<file path="config.mk">
export PLATFORM = sky130hd
export DESIGN_NAME = g4o_alu
export DESIGN_NICKNAME = d
export VERILOG_FILES = /design/src/rtl/g4o_pkg.sv /design/src/rtl/g4o_alu.sv
export SDC_FILE = /design/constraint.sdc
export NUM_CORES = 1
export LEC_CHECK = 0
export BUFFER_PORTS_ARGS = -buffer_cell sky130_fd_sc_hd__buf_2
export CORE_MARGIN = 1.5
export CORE_UTILIZATION = 40
export DETAILED_ROUTE_END_ITERATION = 16
export REMOVE_ABC_BUFFERS = 1
export SLEW_MARGIN = 20
export SYNTH_ARGS = -nofsm -noshare
export SYNTH_HDL_FRONTEND = slang
export SYNTH_SLANG_ARGS = --single-unit
</file>
<file path="constraint.sdc">
create_clock -name vclk -period 16.8
set_input_delay 5.04 -clock vclk [all_inputs]
set_output_delay 5.04 -clock vclk [all_outputs]
set_load 0.1 [all_outputs]
</file>
<file path="src/rtl/g4o_pkg.sv">
package g4o_pkg;

  // Grid limits
  localparam int MAX_DIM   = 16;
  localparam int MAX_CELLS = 65536;

  // Field widths
  localparam int DIM_W   = 5;                      // size register width
  localparam int CRD_W   = 4;                      // in-grid coordinate width
  localparam int ICRD_W  = 6;                      // input coordinate width (signed)
  localparam int IDX_W   = $clog2(MAX_CELLS);      // linear index width
  localparam int CNT_W   = IDX_W + 1;              // wall count / cell total width
  localparam int ACT_W   = 2;
  localparam int APB_AW  = 4;
  localparam int APB_DW  = 32;

  // Bit memory organized as wide rows
  localparam int ROW_W      = 64;
  localparam int ROW_SEL_W  = $clog2(ROW_W);
  localparam int ROW_ADDR_W = IDX_W - ROW_SEL_W;
  localparam int MEM_ROWS   = MAX_CELLS / ROW_W;

  // Divider: one quotient bit per cycle
  localparam int DCNT_W = $clog2(IDX_W);

  // Action field bits
  localparam int ACT_WRITE_BIT = 0;
  localparam int ACT_INDEX_BIT = 1;

  // Register map (word index)
  localparam logic [1:0] REG_SIZE_X = 2'd0;
  localparam logic [1:0] REG_SIZE_Y = 2'd1;
  localparam logic [1:0] REG_SIZE_Z = 2'd2;
  localparam logic [1:0] REG_SIZE_W = 2'd3;

  // Axis select
  localparam logic [1:0] AXIS_X = 2'd0;
  localparam logic [1:0] AXIS_Y = 2'd1;
  localparam logic [1:0] AXIS_Z = 2'd2;
  localparam logic [1:0] AXIS_W = 2'd3;

  // Multiply-accumulate steps per access (z, y, x)
  localparam logic [1:0] MAC_LAST = 2'd2;

  typedef enum logic [2:0] {
    ST_CLEAR,
    ST_IDLE,
    ST_MAC,
    ST_DIV,
    ST_READ,
    ST_MOD
  } state_t;

  typedef enum logic {
    ALU_MAC,
    ALU_DIV
  } alu_op_t;

  // Request to the shared arithmetic unit
  typedef struct packed {
    alu_op_t          op;
    logic [CNT_W-1:0] a;    // accumulator, or dividend in the low bits
    logic [DIM_W-1:0] b;    // multiplier or divisor
    logic [DIM_W-1:0] c;    // addend, or partial remainder
  } alu_req_t;

  typedef struct packed {
    logic [CNT_W-1:0] res;  // a*b+c, or shifted dividend/quotient
    logic [DIM_W-1:0] rem;  // next partial remainder
  } alu_rsp_t;

  // Sizes above the maximum clamp to the maximum
  function automatic logic [DIM_W-1:0] eff_size(input logic [DIM_W-1:0] s);
    return s[DIM_W-1] ? DIM_W'(MAX_DIM) : {1'b0, s[DIM_W-2:0]};
  endfunction

endpackage

</file>
<file path="src/rtl/g4o_alu.sv">
module g4o_alu (
  input  g4o_pkg::alu_req_t req,
  output g4o_pkg::alu_rsp_t rsp
);
  import g4o_pkg::*;

  logic [CNT_W+DIM_W-1:0] prod;
  logic [DIM_W-1:0]       trial;
  logic                   ge;

  // Multiply-add, or one restoring divide step
  always_comb begin
    prod  = (CNT_W+DIM_W)'(req.a) * (CNT_W+DIM_W)'(req.b);
    trial = {req.c[DIM_W-2:0], req.a[IDX_W-1]};
    ge    = (trial >= req.b);
    rsp   = '0;
    case (req.op)
      ALU_MAC: begin
        rsp.res = prod[CNT_W-1:0] + CNT_W'(req.c);
      end
      ALU_DIV: begin
        rsp.res = {1'b0, req.a[IDX_W-2:0], ge};
        rsp.rem = ge ? (trial - req.b) : trial;
      end
      default: rsp = '0;
    endcase
  end

endmodule

</file>
# After elaboration in Yosys (flattened, before gate mapping)

Index checks and enable logic that the tools add are counted.

Flip-flop bits (word level): 0
Output and inout bits: 22
Word-level logic and storage cells: 8

Add/subtract/negate cells: 2
$mul: 1
Magnitude comparators: 1
Multiplexer cells: 3
Bitwise gates (word level): 1

Operator list:

| operator      | number |
|---|---|
| $pmux 17 s2   | 1 |
| $add 17x5->17 | 1 |
| $mul 17x5->17 | 1 |
| $mux 5        | 2 |
| $ge 5x5->1    | 1 |
| $sub 5x5->5   | 1 |
| $not 1->1     | 1 |

# Logic depth before layout (Yosys ltp)

Gate-level depths: netlist of run 1.

Depth after elaboration: 3
Depth in mapped cells: 15
Mapped depth without buffers: 14

# Worst setup path after synthesis of run 1

Ideal clock, no wire load.

Path kind: input to output
Start: input port req[9] (netlist bit)
End: output port rsp[19] (netlist bit)
Arrival: 10.284 ns
Path slack: 1.476 ns
Cell stages on the path: 14
Buffers on the path: 1
Path through: clkbuf_1 > and2_1 > fa_1 > fa_1 > inv_1 > fa_1 > inv_1 > ha_1 > a211oi_1 > o211ai_1 > o21ai_0 > o21ai_0 > xnor2_1 > o21ai_0

RTL lines:

| item            | line         | text |
|---|---|---|
| start, declared | g4o_alu.sv:2 | `input g4o_pkg::alu_req_t req,` |
| end, declared   | g4o_alu.sv:3 | `output g4o_pkg::alu_rsp_t rsp` |

==> qor.csv, run 1 <==
metric;value;unit
GRT Util Overall;17.7;%
fillers;743;
crit path time final;14.16;ns
Pins Over Slew Limit;0;
cell area after layout;3250;sq um
vias in the first global route;2437;
post-DP HPWL;5410;microns
f_max;70.6;MHz
most common cell in the synthesized netlist;inv_1;
Synth top cells by count;inv_1, and2_1, fa_1;
post-layout util;47.0;%
dpl cells;498;
total setup buffers inserted after CTS;0;
Routed Antenna Nets;0;
routed len/inst;12.6;microns
CP endpoint kind;output port;
Mean Syn Cell Area;8.08;sq um
Synth Cell Area;2910;sq um
share of cells above drive strength 1;14.7;%
Leak Pwr;1.73;nW
CP Data Required Time;11.76;ns
status;finished clean;
Placed Area;3250;sq um
Slew @ Worst Pin;0.686;ns
Setup Crit Path Kind;primary input to output port;
Core ar.;6910;sq um
die width;88.3;microns
Max IR drop VDD;0.000149;V
initial antenna violation count;0;
count of final hold-check violations;0;
Fin Setup TNS;0;ns
Starting DRT DRC Count;63;
unrepaired setup endpoints after global routing;no;
cts hold-fix bufs;0;
Slew headroom;54.0;%
period utilization;84.3;%
die area;7790;sq um
Top Usage Layer GRT;met2;
worst-path fanout max;14;
Post-Layout Cell Count;498;
largest net degree at the start of global routing;33;
grt ovf;0;
sequential fraction of the synthesis area;0;%
n_diodes;0;
WL final;6260;microns
Register Area;0;sq um
Max-cap violations;0;
final setup violation count;0;
global-route wire length before repair;11100;microns
row cnt;30;
grt met2 use;32.5;%
Tightest Hold Check Type;primary input to output port;
yosys warns;0;
IO buf count;50;
gpl congestion;0.834;
largest area contributor in the netlist;fa_1;
top-area cell type share of the netlist area;29.6;%
Seq Cell Count;0;
Starting Density;42.1;%
Post-Synthesis Cells;360;
grt met3 use;0.0933;%
Power Dens Cells;114;nW/um^2
ranking of synthesized cells by area;fa_1, ha_1, and2_1, inv_1, xnor2_1;
P&R area growth vs syn;11.7;%
height of the chip;88.3;microns
drt pass-1 iters;4;
met1 Usage GRT;25.1;%
Ports;50;
nets@finish;512;
via count;2392;
final-layout clock buffer total;0;
DRC violations left;0;
CP startpoint kind;primary input;
crit path DAT;9.12;ns
post-cts resize count;0;
count of different cell masters after synthesis;33;
vias per inst;4.80;
## through the flow
| stage | setup WS [ns] | total power, W | hold slack (ns) |
|---|---|---|---|
| global route | 2.41 | 0.000405 | 10.65 |
| CTS | 2.61 | 0.000373 | 10.62 |
| floorplan | 1.63 | 0.000310 | 10.42 |
| finish | 2.64 | 0.000370 | 10.62 |
| detailed placement | 2.62 | 0.000371 | 10.62 |
| global placement | 2.63 | 0.000369 | 10.62 |
## layer usage
layer | wire (microns) | vias up | part of all wire (%)
li1 | - | 1214 | -
met2 | 3020 | 39 | 48
met3 | 160 | 2 | 2.6
met5 | 0 | - | 0
met1 | 3060 | 1137 | 49
met4 | 17 | 0 | 0.27
## worst max-delay path: stages
cell      delay [ns]
buf_2           0.17
and2_1          0.17
fa_1            0.53
fa_1            0.55
inv_1           0.05
fa_1            0.52
inv_1           0.04
ha_1            0.37
a211oi_1        0.33
o211ai_1        0.19
o21ai_0         0.19
o21ai_0         0.20
xnor2_1         0.16
o21ai_0         0.14
buf_2           0.45
## kinds of logic (layout without fill, tap and decap cells)
kind of cell	count (synthesis)	in the layout	synth area share (%)
and+or+nand+nor	107	107	20.0
buffers and inverters	86	128	11.1
adders and majority gates	80	80	45.5
AOI/OAI and AO/OA	55	55	13.1
xor gates and xnor gates	23	23	6.92
muxes	9	9	3.35
## layout by cell type, fill, tap and decap left out, drive strengths merged, types with 3 or more instances in the layout
master,count
a211o,3
inv,78
xor2,5
and2,62
o21a,3
xnor2,18
o211ai,3
buf,50
fa,43
ha,37
mux2,6
a2111oi,3
a21o,6
nor2b,5
o21ai,16
nand2,30
a21oi,13
nor2,4
mux2i,3
## power breakdown
part	total [W]	switching, W	internal, W
logic	0.000370	0.000260	0.000110
registers	0	0	0
clock network	0	0	0
total	0.000370	0.000260	0.000110
## final timing paths
check | end | depth (start not counted) | start
worst max-delay path | rsp[19] | 15 | req[9]
worst min-delay path | rsp[19] | 4 | req[23]
## final cells by class
type | count | area [sq um] | share of cell area [%]
inverters | 78 | 293 | 9.01
multi-input cells | 274 | 2590 | 79.6
well taps | 96 | 120 | 3.70
repair buffers | 50 | 250 | 7.70
Note: power is estimated with default switching activity, not from simulation.
==> run 2: changes to the inputs <==
Settings changed: ABC_AREA set to 1.
Clock period 16.8 ns to 12.55 ns, I/O delays scaled along.
==> qor.csv, run 2 <==
metric;value;unit;change
most frequent cells in the layout;nand2_1, inv_1, buf_2, fa_1, ha_1;;
post-cts resize count;0;;unchanged
initial antenna violation count;0;;unchanged
Slew headroom;60.6;%;+6.6 points
Core ar.;7730;sq um;+12%
top-area cell type share of the netlist area;26.9;%;-2.7 points
CP endpoint kind;output port;;
die area;8540;sq um;+9.6%
yosys warns;0;;unchanged
DRC violations left;0;;unchanged
die width;92.4;microns;+4.7%
Setup Crit Path Kind;primary input to output port;;
routed len/inst;11.6;microns;-7.3%
Mean Syn Cell Area;6.00;sq um;-26%
grt ovf;0;;unchanged
status;finished clean;;
cts hold-fix bufs;0;;unchanged
count of final hold-check violations;0;;unchanged
fillers;848;;+14%
final setup violation count;0;;unchanged
via count;3107;;+30%
P&R area growth vs syn;9.97;%;
Synth top cells by count;inv_1, nand2_1, fa_1;;
Leak Pwr;2.45;nW;+42%
nets@finish;681;;+33%
Routed Antenna Nets;0;;unchanged
global-route wire length before repair;13900;microns;+25%
post-DP HPWL;6520;microns;+21%
vias per inst;4.62;;-3.9%
vias in the first global route;3092;;+27%
count of different cell masters after synthesis;26;;-21%
worst-path fanout max;16;;+2
Starting DRT DRC Count;96;;+52%
period utilization;90.2;%;
GRT Util Overall;19.7;%;+1.9 points
height of the chip;92.4;microns;+4.7%
Synth Cell Area;3200;sq um;+10%
largest area contributor in the netlist;fa_1;;
CP startpoint kind;primary input;;
Seq Cell Count;0;;unchanged
Ports;50;;unchanged
WHS Endpoint;rsp[20];;
share of cells above drive strength 1;10.2;%;-4.5 points
Worst Hold Depth;4;;unchanged
n_diodes;0;;unchanged
sequential fraction of the synthesis area;0;%;unchanged
gpl congestion;0.875;;+4.9%
Post-Synthesis Cells;533;;+48%
drt pass-1 iters;4;;unchanged
Multi-input gate area;2510;sq um;-2.8%
f_max;88.4;MHz;
final-layout clock buffer total;0;;unchanged
post-layout util;45.5;%;-1.5 points
Slew @ Worst Pin;0.587;ns;-0.0988 ns
WL final;7840;microns;+25%
Max-cap violations;0;;unchanged
Tightest Hold Check Type;primary input to output port;;
hold path startpoint;req[24];;
Fin Setup TNS;0;ns;unchanged
largest net degree at the start of global routing;23;;-30%
unrepaired setup endpoints after global routing;no;;
CP Data Required Time;8.78;ns;-2.98 ns
row cnt;32;;+6.7%
crit path DAT;7.55;ns;-1.57 ns
total setup buffers inserted after CTS;0;;unchanged
Register Area;0;sq um;unchanged
IO buf count;50;;unchanged
Starting Density;41.4;%;-0.72 points
crit path time final;11.31;ns;
Pins Over Slew Limit;0;;unchanged
ranking of synthesized cells by area;fa_1, inv_1, nand2_1, ha_1, nand3_1;;
Max IR drop VDD;0.0000667;V;-55%
Power Dens Cells;135;nW/um^2;+18%
-- run 2: metal layers --
| metal | track usage [%] | vias to the layer above | share of wire [%] |
|---|---|---|---|
| li1 | - | 1624 | - |
| met1 | 27.6 | 1435 | 50 |
| met2 | 35.2 | 44 | 47 |
| met3 | 0.493 | 4 | 2.6 |
| met4 | 1.03 | 0 | 0.22 |
| met5 | 0 | - | 0 |
-- run 2: per-stage QoR --
step / std cells / area, sq um / hold slack [ns] / worst slack [ns] / total power, W
after global placement: 673 / 3520 / 8.05 / 1.25 / 0.000473
after detailed placement: 673 / 3520 / 8.05 / 1.21 / 0.000475
after global routing: 673 / 3520 / 8.10 / 0.902 / 0.000530
after CTS: 673 / 3520 / 8.05 / 1.22 / 0.000477
after floorplan: 521 / 3140 / 7.92 / 0.366 / 0.000386
final: 673 / 3520 / 8.05 / 1.24 / 0.000474
-- run 2: logic make-up after synthesis --
group,share of synthesized area [%]
AND/OR/NAND/NOR,30.5
adder cells (fa/ha/maj),41.4
buffers and inverters,21.4
XOR/XNOR,0.821
AO/OA/AOI/OAI,5.87
-- run 2: worst max path at each step --
stage / startpoint / endpoint / slack (ns)
2_1_floorplan: req[13] / rsp[13] / 0.37
3_3_place_gp: req[7] / rsp[20] / 1.25
3_5_place_dp: req[8] / rsp[20] / 1.21
4_1_cts: req[8] / rsp[20] / 1.22
5_1_grt: req[8] / rsp[20] / 0.90
6_report: req[7] / rsp[20] / 1.24
-- run 2: area by class of cell --
| class | instances | area share [%] |
|---|---|---|
| inverter | 167 | 17.8 |
| multi-input combinational | 354 | 71.4 |
| tap | 102 | 3.63 |
| timing repair buffer | 50 | 7.11 |
-- run 2: worst max-delay path, stage by stage --
cell,delay [ns]
buf_2,0.31
nand2_1,0.08
inv_1,0.08
fa_1,0.43
fa_1,0.55
inv_1,0.06
fa_1,0.53
inv_1,0.04
ha_1,0.35
a21oi_2,0.24
o21ai_0,0.14
a21oi_1,0.21
nand2_1,0.07
nand2_1,0.06
nand3_1,0.12
nand2_1,0.09
buf_2,0.42
-- run 2: where the power goes --
| part | switching, W | total [W] | leakage (nW) | internal [W] |
|---|---|---|---|---|
| combinational | 0.000349 | 0.000474 | 2.45 | 0.000125 |
| sequential | 0 | 0 | 0 | 0 |
| clock | 0 | 0 | 0 | 0 |
==> run 3: changes to the inputs <==
==> constraint.sdc (replaced) <==
create_clock -name vclk -period 12.55
set_input_delay 3.765 -clock vclk [all_inputs]
set_output_delay 3.765 -clock vclk [all_outputs]
set_load 0.05 [all_outputs]
==> qor.csv, run 3 (synthesized netlist as in run 2, its figures left out) <==
metric;value;unit;change
CP startpoint kind;primary input;;
crit path DAT;7.41;ns;-0.14 ns
cell mode on critical path;nand2_1;;
gpl congestion;0.869;;-0.67%
hold path startpoint;req[24];;
Post-Layout Cell Count;673;;unchanged
Slew headroom;60.8;%;+0.12 points
Max IR drop VDD;0.0000373;V;-44%
cell area after layout;3520;sq um;unchanged
status;finished clean;;
Ports;50;;unchanged
nets@finish;681;;unchanged
initial antenna violation count;0;;unchanged
dpl cells;673;;unchanged
pre-CTS setup slack;1.40;ns;+0.186 ns
post-cts resize count;0;;unchanged
Setup Crit Path Kind;primary input to output port;;
Slowest-stage cell, CP;fa_1;;
unrepaired setup endpoints after global routing;no;;
Starting Density;41.4;%;unchanged
Slew @ Worst Pin;0.585;ns;-0.00181 ns
Placed Area;3520;sq um;unchanged
Power Dens Cells;112;nW/um^2;-17%
Seq Cell Count;0;;unchanged
CP Cell Sequence;buf_2 -> nand2_1 -> inv_1 -> fa_1 -> fa_1 -> inv_1 -> fa_1 -> inv_1 -> ha_1 -> a21oi_1 -> o21ai_0 -> a21oi_1 -> nand2_1 -> nand2_1 -> nand3_1 -> nand2_1 -> buf_2;;
Leak Pwr;2.45;nW;unchanged
Final Worst Setup Slack;1.37;ns;+0.140 ns
Register Area;0;sq um;unchanged
grt ovf;0;;unchanged
Max stage delay on crit path;0.54;ns;about the same
vias per inst;4.62;;about the same
GRT Util Overall;19.4;%;-0.29 points
CP endpoint kind;output port;;
Routed Antenna Nets;0;;unchanged
total setup buffers inserted after CTS;0;;unchanged
hold slack;7.97;ns;-0.0789 ns
row cnt;32;;unchanged
global-route wire length before repair;13600;microns;-2.1%
WP depth;17;;unchanged
Fin Setup TNS;0;ns;unchanged
vias in the first global route;3054;;-1.2%
Starting DRT DRC Count;122;;+27%
crit path time final;11.18;ns;-0.140 ns
largest net degree at the start of global routing;23;;unchanged
f_max;89.5;MHz;+1.3%
Max-cap violations;0;;unchanged
share of cells above drive strength 1;10.2;%;unchanged
Critical path buffers and inverters;5;;unchanged
IO buf count;50;;unchanged
drt pass-1 iters;5;;+1
via count;3109;;+0.064%
period utilization;89.0;%;-1.1 points
count of final hold-check violations;0;;unchanged
n_diodes;0;;unchanged
most frequent cells in the layout;nand2_1, inv_1, buf_2, fa_1, ha_1;;
cts hold-fix bufs;0;;unchanged
worst-path fanout max;16;;unchanged
WHS Endpoint;rsp[20];;
die width;92.4;microns;unchanged
die area;8540;sq um;unchanged
Core ar.;7730;sq um;unchanged
DRC violations left;0;;unchanged
final setup violation count;0;;unchanged
post-DP HPWL;6530;microns;about the same
Pins Over Slew Limit;0;;unchanged
CP delay by family, top;adder cells;;
P&R area growth vs syn;9.97;%;unchanged
WL final;7770;microns;-0.87%
height of the chip;92.4;microns;unchanged
routed len/inst;11.5;microns;-0.87%
Tightest Hold Check Type;primary input to output port;;
final-layout clock buffer total;0;;unchanged
CP Data Required Time;8.78;ns;about the same
Worst Hold Depth;4;;unchanged
## run 3: cell counts in the layout (fill, tap and decap cells not counted)
No cell type changed its count.
## run 3: cell type report
| cell class | count | area (sq um) |
|---|---|---|
| well taps | 102 | 128 |
| fillers | 855 | 4210 |
| repair buffers | 50 | 250 |
| inverters | 167 | 627 |
| multi-input cells | 354 | 2510 |
## run 3: worst max path at each step
| stage | startpoint | end | slack [ns] |
|---|---|---|---|
| after floorplan | req[13] | rsp[13] | 1.38 |
| final | req[7] | rsp[20] | 1.37 |
| after global routing | req[8] | rsp[20] | 1.04 |
| after detailed placement | req[7] | rsp[20] | 1.40 |
| after global placement | req[7] | rsp[20] | 1.41 |
| after CTS | req[7] | rsp[20] | 1.40 |
## run 3: metrics by stage
step | total power, W | utilization, %
after global placement | 0.000392 | 45.5
after detailed placement | 0.000397 | 45.5
after CTS | 0.000398 | 45.5
after floorplan | 0.000306 | -
after global routing | 0.000451 | 45.5
final | 0.000394 | 45.5
## run 3: tightest hold or removal path, cell delays in order
cell and delay (ns):
buf_2 0.13, nand2_1 0.07, nand2_1 0.05, buf_2 0.20
## run 3: metal layers
layer	wire length (microns)	track usage, %
met1	3830	26.8
met2	3590	34.8
met3	277	0.575
met4	67	1.54
met5	0	0
## run 3: power breakdown
part | total [W] | internal (W) | switching [W]
combinational | 0.000394 | 0.000125 | 0.000269
sequential | 0 | 0 | 0
clock | 0 | 0 | 0
